File: config.mk
export PLATFORM = sky130hd
export DESIGN_NAME = cci_sqrt_cell
export DESIGN_NICKNAME = d
export VERILOG_FILES = /design/src/design/cci_sqrt_cell.sv
export SDC_FILE = /design/constraint.sdc
export NUM_CORES = 1
export LEC_CHECK = 0
export ABC_AREA = 0
export BUFFER_PORTS_ARGS = -buffer_cell sky130_fd_sc_hd__buf_4
export CAP_MARGIN = 20
export CORE_UTILIZATION = 40
export DETAILED_ROUTE_END_ITERATION = 8
export PLACE_DENSITY = 0.81
export SLEW_MARGIN = 40
export SYNTH_ARGS = -nofsm -noshare
export SYNTH_HDL_FRONTEND = slang
export SYNTH_SLANG_ARGS = --single-unit
export TNS_END_PERCENT = 10
File: constraint.sdc
create_clock -name clk -period 0.8 [get_ports clk]
set_input_delay 0 -clock clk [delete_from_list [all_inputs] [get_ports clk]]
set_output_delay 0 -clock clk [all_outputs]
set_load 0.03 [all_outputs]
File: src/design/cci_sqrt_cell.sv
// one cell of the integer square root chain: one root bit per cycle while en is high
// standalone, instantiated in a row by circle_circle_intersection
module cci_sqrt_cell #(
	parameter int K  = 33,
	parameter int PW = 8
) (
	input  logic            clk,
	input  logic            arst_n,
	input  logic            en,
	input  logic            in_valid,
	input  logic [2*K-1:0]  in_rad,
	input  logic [K:0]      in_rem,
	input  logic [K-1:0]    in_root,
	input  logic [PW-1:0]   in_side,
	output logic            out_valid,
	output logic [2*K-1:0]  out_rad,
	output logic [K:0]      out_rem,
	output logic [K-1:0]    out_root,
	output logic [PW-1:0]   out_side
);

	logic [K+1:0] t;
	logic [K+1:0] trial;
	logic         ge;
	logic [K+1:0] diff;

	assign t     = {in_rem[K-1:0], in_rad[2*K-1:2*K-2]};
	assign trial = {in_root, 2'b01};
	assign ge    = t >= trial;
	assign diff  = ge ? t - trial : t;

	always_ff @(posedge clk or negedge arst_n) begin
		if (!arst_n) begin
			out_valid <= 1'b0;
		end else if (en) begin
			out_valid <= in_valid;
		end
	end

	always_ff @(posedge clk) begin
		if (en) begin
			out_rad  <= {in_rad[2*K-3:0], 2'b00};
			out_rem  <= diff[K:0];
			out_root <= {in_root[K-2:0], ge};
			out_side <= in_side;
		end
	end

endmodule

==> results.md, run 1 <==
- Placed standard-cell area: slightly above 10000 sq um
- Clk sinks: 140
- Maximum buffer depth of the clock tree: 2
- XOR/XNOR Fraction of Synth Area: 3.73%
- R2r setup slk: 30 ps
- CTS root buffer: clkbuf_16
- Synth Area in Compound Gates: roughly 11%
- Yosys warns: 0
- Unrepaired setup endpoints after global routing: yes
- Ratio of cells with drive above 1 in the final layout: between 50% and 60%
- Number of flops mapped to enable cells by yosys: approximately 140
- Hold path start: in_rem[24]
- Total leakage power: 5.83 nW
- Hold buffers post-CTS: about 140
- Buffers added on ports: 283
- Post-route ant nets: 0
- Worst Setup End Kind: flop
- Register area share after synthesis: 61.7%
- Fin worst setup slack: -1480 ps
- DRT Pass-1 Iters: 5
- Failing checks: negative hold slack, negative setup slack
- Clock latency on the worst-skew pair: approximately 430 ps
- Max_slew headroom: between 60% and 70%
- Die Y: between 100 and 150 um
- Min-Delay Path Class: input pin to flop
- Least-Margin Pin Slew: between 400 and 500 ps
- Ports: about 290
- Fraction of the mapped netlist area in adder cells: between 6 and 7%
- GRT overflow: 0
- Largest fanout on the critical path: 4
- Vias in the first global route: slightly above 7000
- Die footprint: 17600 sq um
- Core Area: 16600 sq um
- CTS tree: built
- Routed via count: between 7000 and 8000
- CP Data Required Time: just under 1000 ps
- First-pass GRT wire length: between 40 and 50 mm
- #FFs+latches synth: 140
- Gr busiest metal: met2
- FMAX: between 0.4 and 0.5 GHz
- Antenna Cells: 0
- GRT met3 Usage: 8.62%
- Reg clk slew, reported paths: approximately 70 ps
- GPL Wtd Cong: about 0.89
- Largest net degree at the start of global routing: 35
- Global Route met1 Usage: between 30% and 40%
- WS Path Type: input pin to flop
- WHS Endpoint: out_rem[26]$_DFFE_PP_
- Yosys cell types: 62
- Total CTS buffers: 17
- Depth of the worst register-to-register path: 1
- Final wirelength: 31.5 mm
- Syn Inst Count: 507
- Final min period: ~2300 ps
- DP HPWL: 16.0 mm
- Post-Synthesis Cell Area: around 6800 sq um
- Top_reg_cell synth: edfxtp_1
- Endpoints failing setup: approximately 180
- Fillers: approximately 800
- Reg-to-Reg End: out_valid$_DFFE_PN0P_
- Clk_skew: 0 ps
- Simple-gate share of the synthesized area: a little over 7%
- DIE WIDTH: 132 um
- Setup TNS: -76140 ps
- P&R area growth vs syn: 96.6%
- Hold WS: -24.9 ps
- Pwr dens: 1930 nW/um^2
- Final worst-path cycle share: 285%
- DRC Markers: 0
- Multiplexer share of the synthesized area: 5.42%
- Largest family of logic cells by synthesized area: compound AO/OA/AOI/OAI gates
- Asr flop ratio synth: 0.714%
- Total GRT Usage: approximately a third
- Starting DRC count in detailed routing: between 500 and 600
- Initial antenna violation count: 0
- Pins over their slew limit: 0
- Startpoint class of the critical path: input pin
- Max-Cap Viols: 0
- Initial Util: ~41%
- Vias per cell: ~5.5
- Hold Crit Depth: 3
- Final layout net count: roughly 1300
- Design area: approximately 13000 sq um
- H-tree Lvls: 4
- Syn_area_per_cell: between 10 and 15 sq um
- Row Count: 47
- Max IR drop VDD: between 0.001 and 0.0015 V
- Outcome: complete, but fails checks
- WP data arrival: 2450 ps
- Routed wire length per instance: around 24 um
- Met2 global-route usage: between 50% and 60%
- Worst r2r src: out_valid$_DFFE_PN0P_
- Final Hold Violating Endpoints: 1
==> cell families after synthesis <==
family,after synthesis
DFF,140
adders and majority gates,35
AOI/OAI and AO/OA,110
xor gates and xnor gates,29
buffers and inverters,66
and+or+nand+nor,93
muxes,33
other,1
==> registers in the layout, summed over array words and instances (netlist names) <==
name       cells
out_rad       64
out_rem       34
out_root      33
out_side       8
out_valid      1
==> Yosys cell counts (all sizes together) (3+ instances only) <==
library cell     n  area (sq um)
edfxtp         139          4170
o21ai           20           104
buf             13          83.8
nand2           23          86.3
o21a             4          30.0
a41o             3          30.0
mux2            28           319
a211oi           7          72.6
xnor2           22           193
nand4            7          43.8
xor2             7          61.3
o211ai           3          22.5
ha              35           438
o21bai           4          30.0
clkdlybuf4s15    3          30.0
inv             46           173
mux2i            5          50.1
nor3             9          56.3
clkbuf           4          18.8
a21oi           37           189
a21o            12          91.3
nor2            22          82.6
and3             3          20.0
and2             3          18.8
a21boi           4          30.0
nor4             3          33.8
nand3           10          50.1
or3              4          25.0
==> layout make-up <==
class	count	area [sq um]	share of cell area, %
Sequential cell	140	4200	31.4
Tap cell	220	275	2.06
Timing Repair Buffer	564	5300	39.6
Inverter	46	195	1.46
Clock inverter	15	131	0.981
Clock buffer	17	425	3.18
Multi-Input combinational cell	302	2860	21.3
==> how the worst max path moves through the flow <==
stage | depth (start not counted) | to | from | slack (ps)
finish | 13 | out_rem[12]$_DFFE_PP_ | in_root[15] | -1480
global placement | 11 | out_rem[26]$_DFFE_PP_ | in_root[0] | -1800
global route | 13 | out_rem[33]$_DFFE_PP_ | in_root[15] | -1470
CTS | 13 | out_rem[25]$_DFFE_PP_ | in_root[0] | -1200
floorplan | 10 | out_rem[26]$_DFFE_PP_ | in_root[0] | -1440
detailed placement | 11 | out_rem[26]$_DFFE_PP_ | in_root[0] | -1850
==> through the flow <==
step / utilization, % / total power, mW / setup WS [ps] / instances
3_3_place_gp: 61.4 / 15.4 / -1800 / 1109
5_1_grt: 80.7 / 26.4 / -1470 / 1304
4_1_cts: 79.6 / 24.8 / -1200 / 1296
2_1_floorplan: - / 12.6 / -1440 / 508
6_report: 80.7 / 25.8 / -1480 / 1304
3_5_place_dp: 61.4 / 15.6 / -1850 / 1109
==> per-layer routing <==
metal / wire length (um) / share of wire [%] / vias up
met2: 15700 / 50 / 513
met1: 10900 / 35 / 3434
li1: - / - / 3030
met3: 2490 / 7.9 / 155
met4: 2390 / 7.6 / 0
met5: 0 / 0 / -
==> cell usage in the layout, fill, tap and decap left out, drive strengths merged, types with 10 or more instances in the layout <==
cell type and n:
a21oi 37, edfxtp 139, ha 35, buf 423, dlygate4sd3 138, nand2 23
a21o 12, xnor2 22, o21ai 20, nand3 10, nor2 22, mux2 28
clkbuf 19, inv 53
==> where the power goes <==
part           internal, mW  switching (mW)  leakage, nW
clock network          4.08            3.76        0.265
registers              8.92           0.409         1.37
logic                  4.35            4.31         4.19
==> critical path, cell delays in order <==
cell and delay, ps:
buf_8 80, inv_4 30, ha_4 260, buf_6 100
nand4_1 200, nor4_4 450, nand4_1 170, a21boi_2 180
o31ai_2 90, a31oi_4 250, buf_6 170, buf_16 130
mux2_4 330
==> what timing repair did <==
action	in CTS	in global routing
resized for setup	221	26
setup endpoints to repair	175	176
setup buffers	14	7
cloned	2	2
pin swaps	14	11
hold endpoints to repair	139	1
Note: power is estimated with default switching activity, not from simulation.
==> run 2, diff against run 1 <==
- ABC_AREA: 0 -> 1
- PLACE_DENSITY: 0.81 -> 0.78
- clock period: 0.8 -> 2.8 ns (I/O delays scaled with it)
==> run 2 against run 1 <==
Compared with the run above:
- the run now ends clean
- synthesized cell count is 55% higher
- synthesized area grew 7.2%
- routed wire length decreased by 21%
- via count fell by 4.5%
- final area fell by 12%
- critical endpoint is now out_rem[9]$_DFFE_PP_
- largest cell class is now sequential cells
==> results.md, run 2 <==
- Most frequent cells in the layout: 285 x buf_4, 279 x nand2_1, 140 x dlygate4sd3_1 (was 260 x buf_4, 155 x buf_6, 139 x edfxtp_1)
- Most common cell after layout, fill and taps aside: buf_4 (unchanged)
- Initial antenna violation count: 1 (was 0)
- Worst Setup End Kind: flop (unchanged)
- Ports: 287 (unchanged)
- Die footprint: 18800 sq um (was 17600 sq um)
- Endpoints failing setup: 0 (was 175)
- Clk sinks: 140 (unchanged)
- Reg clk slew, reported paths: 70 ps (about the same)
- Final worst-path cycle share: 87.1%
- DIE WIDTH: 137 um (was 132 um)
- P&R area growth vs syn: 60.7% (was 96.6%)
- H-tree Lvls: 4 (unchanged)
- Buffers added on ports: 283 (unchanged)
- GRT overflow: 0 (unchanged)
- DP HPWL: 16.9 mm (was 16.0 mm)
- CP Data Required Time: 2970 ps (was 980 ps)
- CTS tree: built (unchanged)
- Row Count: 49 (was 47)
- Die Y: 137 um (was 132 um)
- Max_slew headroom: 59.0% (was 67.6%)
- Vias per cell: 4.64 (was 5.47)
- Vias in the first global route: 6645 (was 7250)
- Maximum buffer depth of the clock tree: 2 (unchanged)
- Power Total: 6.93 mW (was 25.8 mW)
- Yosys top cell area share: 57.2% (was 61.3%)
- DRT Pass-1 Iters: 5 (unchanged)
- Total CTS buffers: 17 (unchanged)
- Syn_area_per_cell: 9.29 sq um (was 13.4 sq um)
- Total GRT Usage: 26.0% (was 32.7%)
- Register area: 4200 sq um (unchanged)
- Number of placed instances, taps included: 1295 (was 1109)
- GPL Wtd Cong: 0.869 (was 0.890)
- Clk_skew: 0 ps (unchanged)
- Most flop-heavy register: out_rad (unchanged)
- WP data arrival: 2610 ps (was 2450 ps)
- Register area share after synthesis: 57.5% (was 61.7%)
- Max IR drop VDD: 0.000455 V (was 0.00147 V)
- Design area: 11700 sq um (was 13400 sq um)
- Post-synth top area cell: edfxtp_1 (unchanged)
- Routed via count: 6809 (was 7132)
- Startpoint class of the critical path: input pin (unchanged)
- Post-CTS setup buffer count: 0 (was 14)
- Setup TNS: 0 ps (was -76140 ps)
- Placed standard-cell area: 9690 sq um (was 10200 sq um)
- WS Path Type: input pin to flop (unchanged)
- Outcome: finished clean (was complete, but fails checks)
- Yosys cell types: 31 (was 62)
- Place WS: 503 ps (was -1850 ps)
- Main area contributors after synthesis: edfxtp_1 57%, nand2_1 14%, inv_1 7.0% (was edfxtp_1 61%, ha_1 6.4%, mux2_1 3.6%)
- Largest net degree at the start of global routing: 65 (was 35)
- Largest fanout on the critical path: 33 (was 4)
- Pwr dens: 591 nW/um^2 (was 1930 nW/um^2)
- Fillers: 1401 (was 812)
- Unrepaired setup endpoints after global routing: no (was yes)
- Syn Inst Count: 786 (was 507)
- Ratio of cells with drive above 1 in the final layout: 27.5% (was 52.0%)
- Core Area: 17900 sq um (was 16600 sq um)
- Initial Util: 40.8% (was 41.1%)
- First-pass GRT wire length: 35.8 mm (was 42.3 mm)
- Area of the multi-input gates: 2510 sq um (was 2860 sq um)
- Min-Delay Path Class: input pin to flop (unchanged)
- Post-synth top cells: 279 x nand2_1, 139 x edfxtp_1, 136 x inv_1, 52 x nor2_1, 37 x nand3_1 (was 139 x edfxtp_1, 46 x inv_1, 36 x a21oi_1, 35 x ha_1, 23 x nand2_1)
- Pins over their slew limit: 0 (unchanged)
- Max-Cap Viols: 0 (unchanged)
- #FFs+latches synth: 140 (unchanged)
- Total leakage power: 5.74 nW (was 5.83 nW)
- Post-route ant nets: 0 (unchanged)
- Worst r2r src: out_valid$_DFFE_PN0P_ (unchanged)
- Least-Margin Pin Slew: 609 ps (was 474 ps)
- Final Hold Violating Endpoints: 0 (was 1)
- Fin cells: 1468 (was 1304)
- Top_reg_cell synth: edfxtp_1 (unchanged)
- Final min period: ~2400 ps
- DRC Markers: 0 (unchanged)
- Routed wire length per instance: 16.9 um (was 24.2 um)
- Asr flop ratio synth: 0.714% (unchanged)
- Hold path start: en (was in_rem[24])
- R2r setup slk: 2010 ps (was 30 ps)
- Max reg flops: 64 (unchanged)
- CTS root buffer: clkbuf_16 (unchanged)
- Depth of the worst register-to-register path: 1 (unchanged)
- Post-Synthesis Cell Area: 7300 sq um (was 6810 sq um)
- Clock latency on the worst-skew pair: 420 ps (was 430 ps)
- Final wirelength: 24.8 mm (was 31.5 mm)
- Yosys warns: 0 (unchanged)
- Fin worst setup slack: 361 ps (was -1480 ps)
- Number of flops mapped to enable cells by yosys: 139 (unchanged)
- Most instantiated library cell after synthesis: nand2_1 (was edfxtp_1)
- # resized after CTS: 0 (was 221)
- Hold Crit Depth: 1 (was 3)
- Biggest regs: out_rad (64), out_rem (34), out_root (33) (unchanged)
- Reg-to-Reg End: out_valid$_DFFE_PN0P_ (unchanged)
- WHS Endpoint: out_rad[34]$_DFFE_PP_ (was out_rem[26]$_DFFE_PP_)
- Starting DRC count in detailed routing: 449 (was 550)
- FMAX: between 0.4 and 0.5 GHz
- Hold buffers post-CTS: 140 (was 139)
- Final layout net count: 1405 (was 1251)
==> run 2: logic make-up after synthesis <==
group,share of synthesized area [%]
AOI/OAI and AO/OA,2.83
xor gates and xnor gates,2.16
adders and majority gates,6.00
buffers and inverters,8.16
DFF,57.5
muxes,0.154
other,0.0514
and+or+nand+nor,23.1
==> run 2: final cells by class <==
type                            count  area share [%]
Tap cell                          229            2.44
Multi-Input combinational cell    500            21.4
Clock inverter                     14            1.79
Sequential cell                   140            35.8
Clock buffer                       18            3.66
Inverter                          139            4.47
Timing Repair Buffer              427            30.4
Antenna cell                        1          0.0213
==> run 2: layer usage <==
metal  track usage (%)  share of wire, %  up-vias  wire length, um
met3              5.04               6.7       27             1660
met1              30.8                41     3137            10000
met2              47.2                51      256            12600
met4              7.57               1.7        0              428
li1                  -                 -     3389                -
met5                 0                 0        -                0
==> run 2: worst max path at each step <==
stage | startpoint | endpoint | slack, ps | cells after the start
2_1_floorplan | in_root[24] | out_rem[30]$_DFFE_PP_ | 1170 | 14
3_3_place_gp | in_rem[23] | out_rem[5]$_DFFE_PP_ | 550 | 13
3_5_place_dp | in_root[23] | out_rem[4]$_DFFE_PP_ | 500 | 14
4_1_cts | in_rem[12] | out_rem[9]$_DFFE_PP_ | 370 | 14
5_1_grt | in_rem[12] | out_rem[9]$_DFFE_PP_ | 80 | 14
6_report | in_rem[12] | out_rem[9]$_DFFE_PP_ | 360 | 14
==> run 2: power by group <==
group	internal [mW]	leakage (nW)	switching, mW
logic	0.719	4.06	1.09
clock network	1.52	0.306	0.991
registers	2.55	1.37	0.0687
total	4.78	5.74	2.15
==> run 2: stage by stage <==
| step | hold WS [ps] | utilization [%] |
|---|---|---|
| 3_3_place_gp | -223 | 54.1 |
| 2_1_floorplan | -296 | - |
| 5_1_grt | 66.8 | 65.5 |
| 6_report | 53.8 | 65.5 |
| 4_1_cts | 54.4 | 65.5 |
| 3_5_place_dp | -223 | 54.1 |
==> run 2: worst max-delay path: stages <==
cell and delay, ps:
dlygate4sd3_1 570, buf_4 150, ha_1 340, nand2_1 120
nor2_1 270, nand2_1 130, nor3_2 110, nand2_1 100
nand2_2 100, nand2_2 60, nand2_4 230, inv_4 230
nand2_1 110, nand2_1 70
==> run 3, diff against run 2 <==
- PLACE_DENSITY: 0.78 -> 0.68
==> run 3 against run 2 <==
Compared with the run above:
- combinational power is essentially flat
- worst setup slack gained 97 ps
- via count fell by 0.97%
- clock power is 7% lower
- first-iteration DRC count down 12%
- register-to-register slack about the same
- sequential power is essentially flat
- final cell count rose by 0.27%
- routed wire length is 2.8% lower
- utilization shrank 0.084 points
- die area unchanged
- non-clock buffer count is 4 higher
- critical endpoint is now out_rem[25]$_DFFE_PP_
- largest power group unchanged
==> results.md, run 3 (synthesis gave the netlist of run 2 again) <==
- CP Depth: 14 (unchanged)
- P&R area growth vs syn: 60.5% (was 60.7%)
- Clk sinks: 140 (unchanged)
- CP Data Required Time: 3090 ps (was 2970 ps)
- DIE WIDTH: 137 um (unchanged)
- Max-Cap Viols: 0 (unchanged)
- Setup TNS: 0 ps (unchanged)
- Number of placed instances, taps included: 1298 (was 1295)
- Total leakage power: 5.74 nW (about the same)
- Pins over their slew limit: 0 (unchanged)
- Max reg flops: 64 (unchanged)
- Ratio of cells with drive above 1 in the final layout: 27.8% (was 27.5%)
- GRT met3 Usage: 4.85% (was 5.04%)
- Max_slew headroom: 48.7% (was 59.0%)
- Max IR drop VDD: 0.000412 V (was 0.000455 V)
- CP dominant cell by count: nand2_1 (unchanged)
- Clock latency on the worst-skew pair: 420 ps (about the same)
- WP data arrival: 2630 ps (was 2610 ps)
- Vias in the first global route: 6761 (was 6645)
- Unrepaired setup endpoints after global routing: no (unchanged)
- Final Hold Violating Endpoints: 0 (unchanged)
- Worst Setup EP: out_rem[25]$_DFFE_PP_ (was out_rem[9]$_DFFE_PP_)
- Die Y: 137 um (unchanged)
- Outcome: finished clean (unchanged)
- Most frequent cells in the layout: 289 x buf_4, 279 x nand2_1, 141 x dlygate4sd3_1 (was 285 x buf_4, 279 x nand2_1, 140 x dlygate4sd3_1)
- Clock power frac: 34.6% (was 36.2%)
- Startpoint class of the critical path: input pin (unchanged)
- Most flop-heavy register: out_rad (unchanged)
- Reg-to-Reg End: out_valid$_DFFE_PN0P_ (unchanged)
- Vias per cell: 4.58 (was 4.64)
- Fin cells: 1472 (was 1468)
- CP max-delay cell: dlygate4sd3_1 (unchanged)
- First-pass GRT wire length: 36.1 mm (was 35.8 mm)
- CP top delay family: simple AND/OR/NAND/NOR gates (unchanged)
- Starting DRC count in detailed routing: 397 (was 449)
- Initial antenna violation count: 1 (unchanged)
- Pwr dens: 576 nW/um^2 (was 591 nW/um^2)
- Slowest cell delay on critical path: 540 ps (was 570 ps)
- Crit path cell chain: dlygate4sd3_1 -> buf_4 -> ha_1 -> nand2_1 -> nor2_1 -> nand2_1 -> nor2_1 -> nand2_1 -> nand2_1 -> nor2_1 -> nand2_4 -> buf_4 -> nand3_1 -> nand2_1 (was dlygate4sd3_1 -> buf_4 -> ha_1 -> nand2_1 -> nor2_1 -> nand2_1 -> nor3_2 -> nand2_1 -> nand2_2 -> nand2_2 -> nand2_4 -> inv_4 -> nand2_1 -> nand2_1)
- CTS root buffer: clkbuf_16 (unchanged)
- Int Pwr: 4.61 mW (was 4.78 mW)
- Hold WS: 111 ps (was 53.8 ps)
- Worst r2r src: out_valid$_DFFE_PN0P_ (unchanged)
- Worst Setup SP: in_rem[20] (was in_rem[12])
- H-tree Lvls: 4 (unchanged)
- Initial Util: 40.8% (unchanged)
- Final min period: 2340 ps (was 2440 ps)
- Ports: 287 (unchanged)
- Largest net degree at the start of global routing: 79 (was 65)
- # resized after CTS: 0 (unchanged)
- WS Path Type: input pin to flop (unchanged)
- Min-Delay Path Class: input pin to flop (unchanged)
- Routed wire length per instance: 16.4 um (was 16.9 um)
- Depth of the worst register-to-register path: 1 (unchanged)
- Total GRT Usage: 26.0% (about the same)
- GRT overflow: 0 (unchanged)
- CTS tree: built (unchanged)
- Core Util, Final: 65.4% (was 65.5%)
- Total CTS buffers: 17 (unchanged)
- Maximum buffer depth of the clock tree: 2 (unchanged)
- Comb pwr share: 26.8% (was 26.1%)
- Placed standard-cell area: 9700 sq um (was 9690 sq um)
- Row Count: 49 (unchanged)
- FMAX: 0.427 GHz (was 0.410 GHz)
- Clk_skew: 0 ps (unchanged)
- Core Area: 17900 sq um (unchanged)
- Net Switching: 2.14 mW (was 2.15 mW)
- Reg clk slew, reported paths: 70 ps (about the same)
- Final wirelength: 24.1 mm (was 24.8 mm)
- Buffers added on ports: 283 (unchanged)
- Final worst-path cycle share: 83.6% (was 87.1%)
- DRC Markers: 0 (unchanged)
- Sw Ratio: 31.7% (was 31.0%)
- Post-route ant nets: 0 (unchanged)
- Final layout net count: 1409 (was 1405)
- Biggest regs: out_rad (64), out_rem (34), out_root (33) (unchanged)
- Worst Setup End Kind: flop (unchanged)
- DP HPWL: 16.9 mm (about the same)
- Most common cell after layout, fill and taps aside: buf_4 (unchanged)
- Die footprint: 18800 sq um (unchanged)
- Largest fanout on the critical path: 17 (was 33)
- Gr busiest metal: met2 (unchanged)
- DRT Pass-1 Iters: 5 (unchanged)
- Design area: 11700 sq um (about the same)
- Endpoints failing setup: 0 (unchanged)
- Met2 global-route usage: 44.7% (was 47.2%)
- Routed via count: 6743 (was 6809)
- GPL Wtd Cong: 0.870 (was 0.869)
- Least-Margin Pin Slew: 769 ps (was 609 ps)
- Sequential Power Share: 38.7% (was 37.7%)
- Buffers and inverters on the worst path: 3 (unchanged)
- R2r setup slk: 2020 ps (was 2010 ps)
- Global Route met1 Usage: 30.3% (was 30.8%)
-- run 3: cell types whose count changed in the layout (fill, tap and decap cells not counted), sizes merged --
cell         change
inv              +1
clkinv           +3
clkbuf           -1
bufinv           -2
buf              +3
dlygate4sd3      +1
clkinvlp         -1
-- run 3: timing repair --
item / CTS / global route
buffers inserted: 0 / 0
hold buffers: 141 / 0
hold endpoints to repair: 140 / 0
-- run 3: layer usage --
metal / vias up / share of wire (%)
met5: - / 0
met4: 0 / 5.0
met3: 58 / 6.0
met2: 247 / 48
met1: 3029 / 41
li1: 3409 / -
-- run 3: final cells by class --
class                   count  area, sq um
fillers                  1470         6190
flip-flops and latches    140         4200
repair buffers            431         3590
multi-input cells         500         2510
inverters                 139          524
clock buffers              17          425
well taps                 229          287
clock inverters            15          179
diodes                      1         2.50
-- run 3: metrics by stage --
stage / worst slack (ps) / total power [mW]
3_3_place_gp: 607 / 4.26
5_1_grt: 234 / 7.02
3_5_place_dp: 592 / 4.28
2_1_floorplan: 1170 / 3.60
6_report: 458 / 6.75
4_1_cts: 476 / 6.76
-- run 3: power by group through the flow --
stage                     combinational (mW)  clock (mW)  sequential [mW]
after global routing                    1.95        2.45             2.63
final                                   1.81        2.33             2.61
after detailed placement                1.63           0             2.64
after floorplan                        0.544           0             3.05
after global placement                  1.62           0             2.64
after CTS                               1.80        2.36             2.60
-- run 3: how the worst min path moves through the flow --
stage	startpoint	end	cells after the start
6_report	en	out_root[30]$_DFFE_PP_	1
5_1_grt	en	out_rem[31]$_DFFE_PP_	1
4_1_cts	en	out_rem[31]$_DFFE_PP_	1
3_5_place_dp	arst_n	out_valid$_DFFE_PN0P_	1
3_3_place_gp	arst_n	out_valid$_DFFE_PN0P_	1
2_1_floorplan	arst_n	out_valid$_DFFE_PN0P_	0
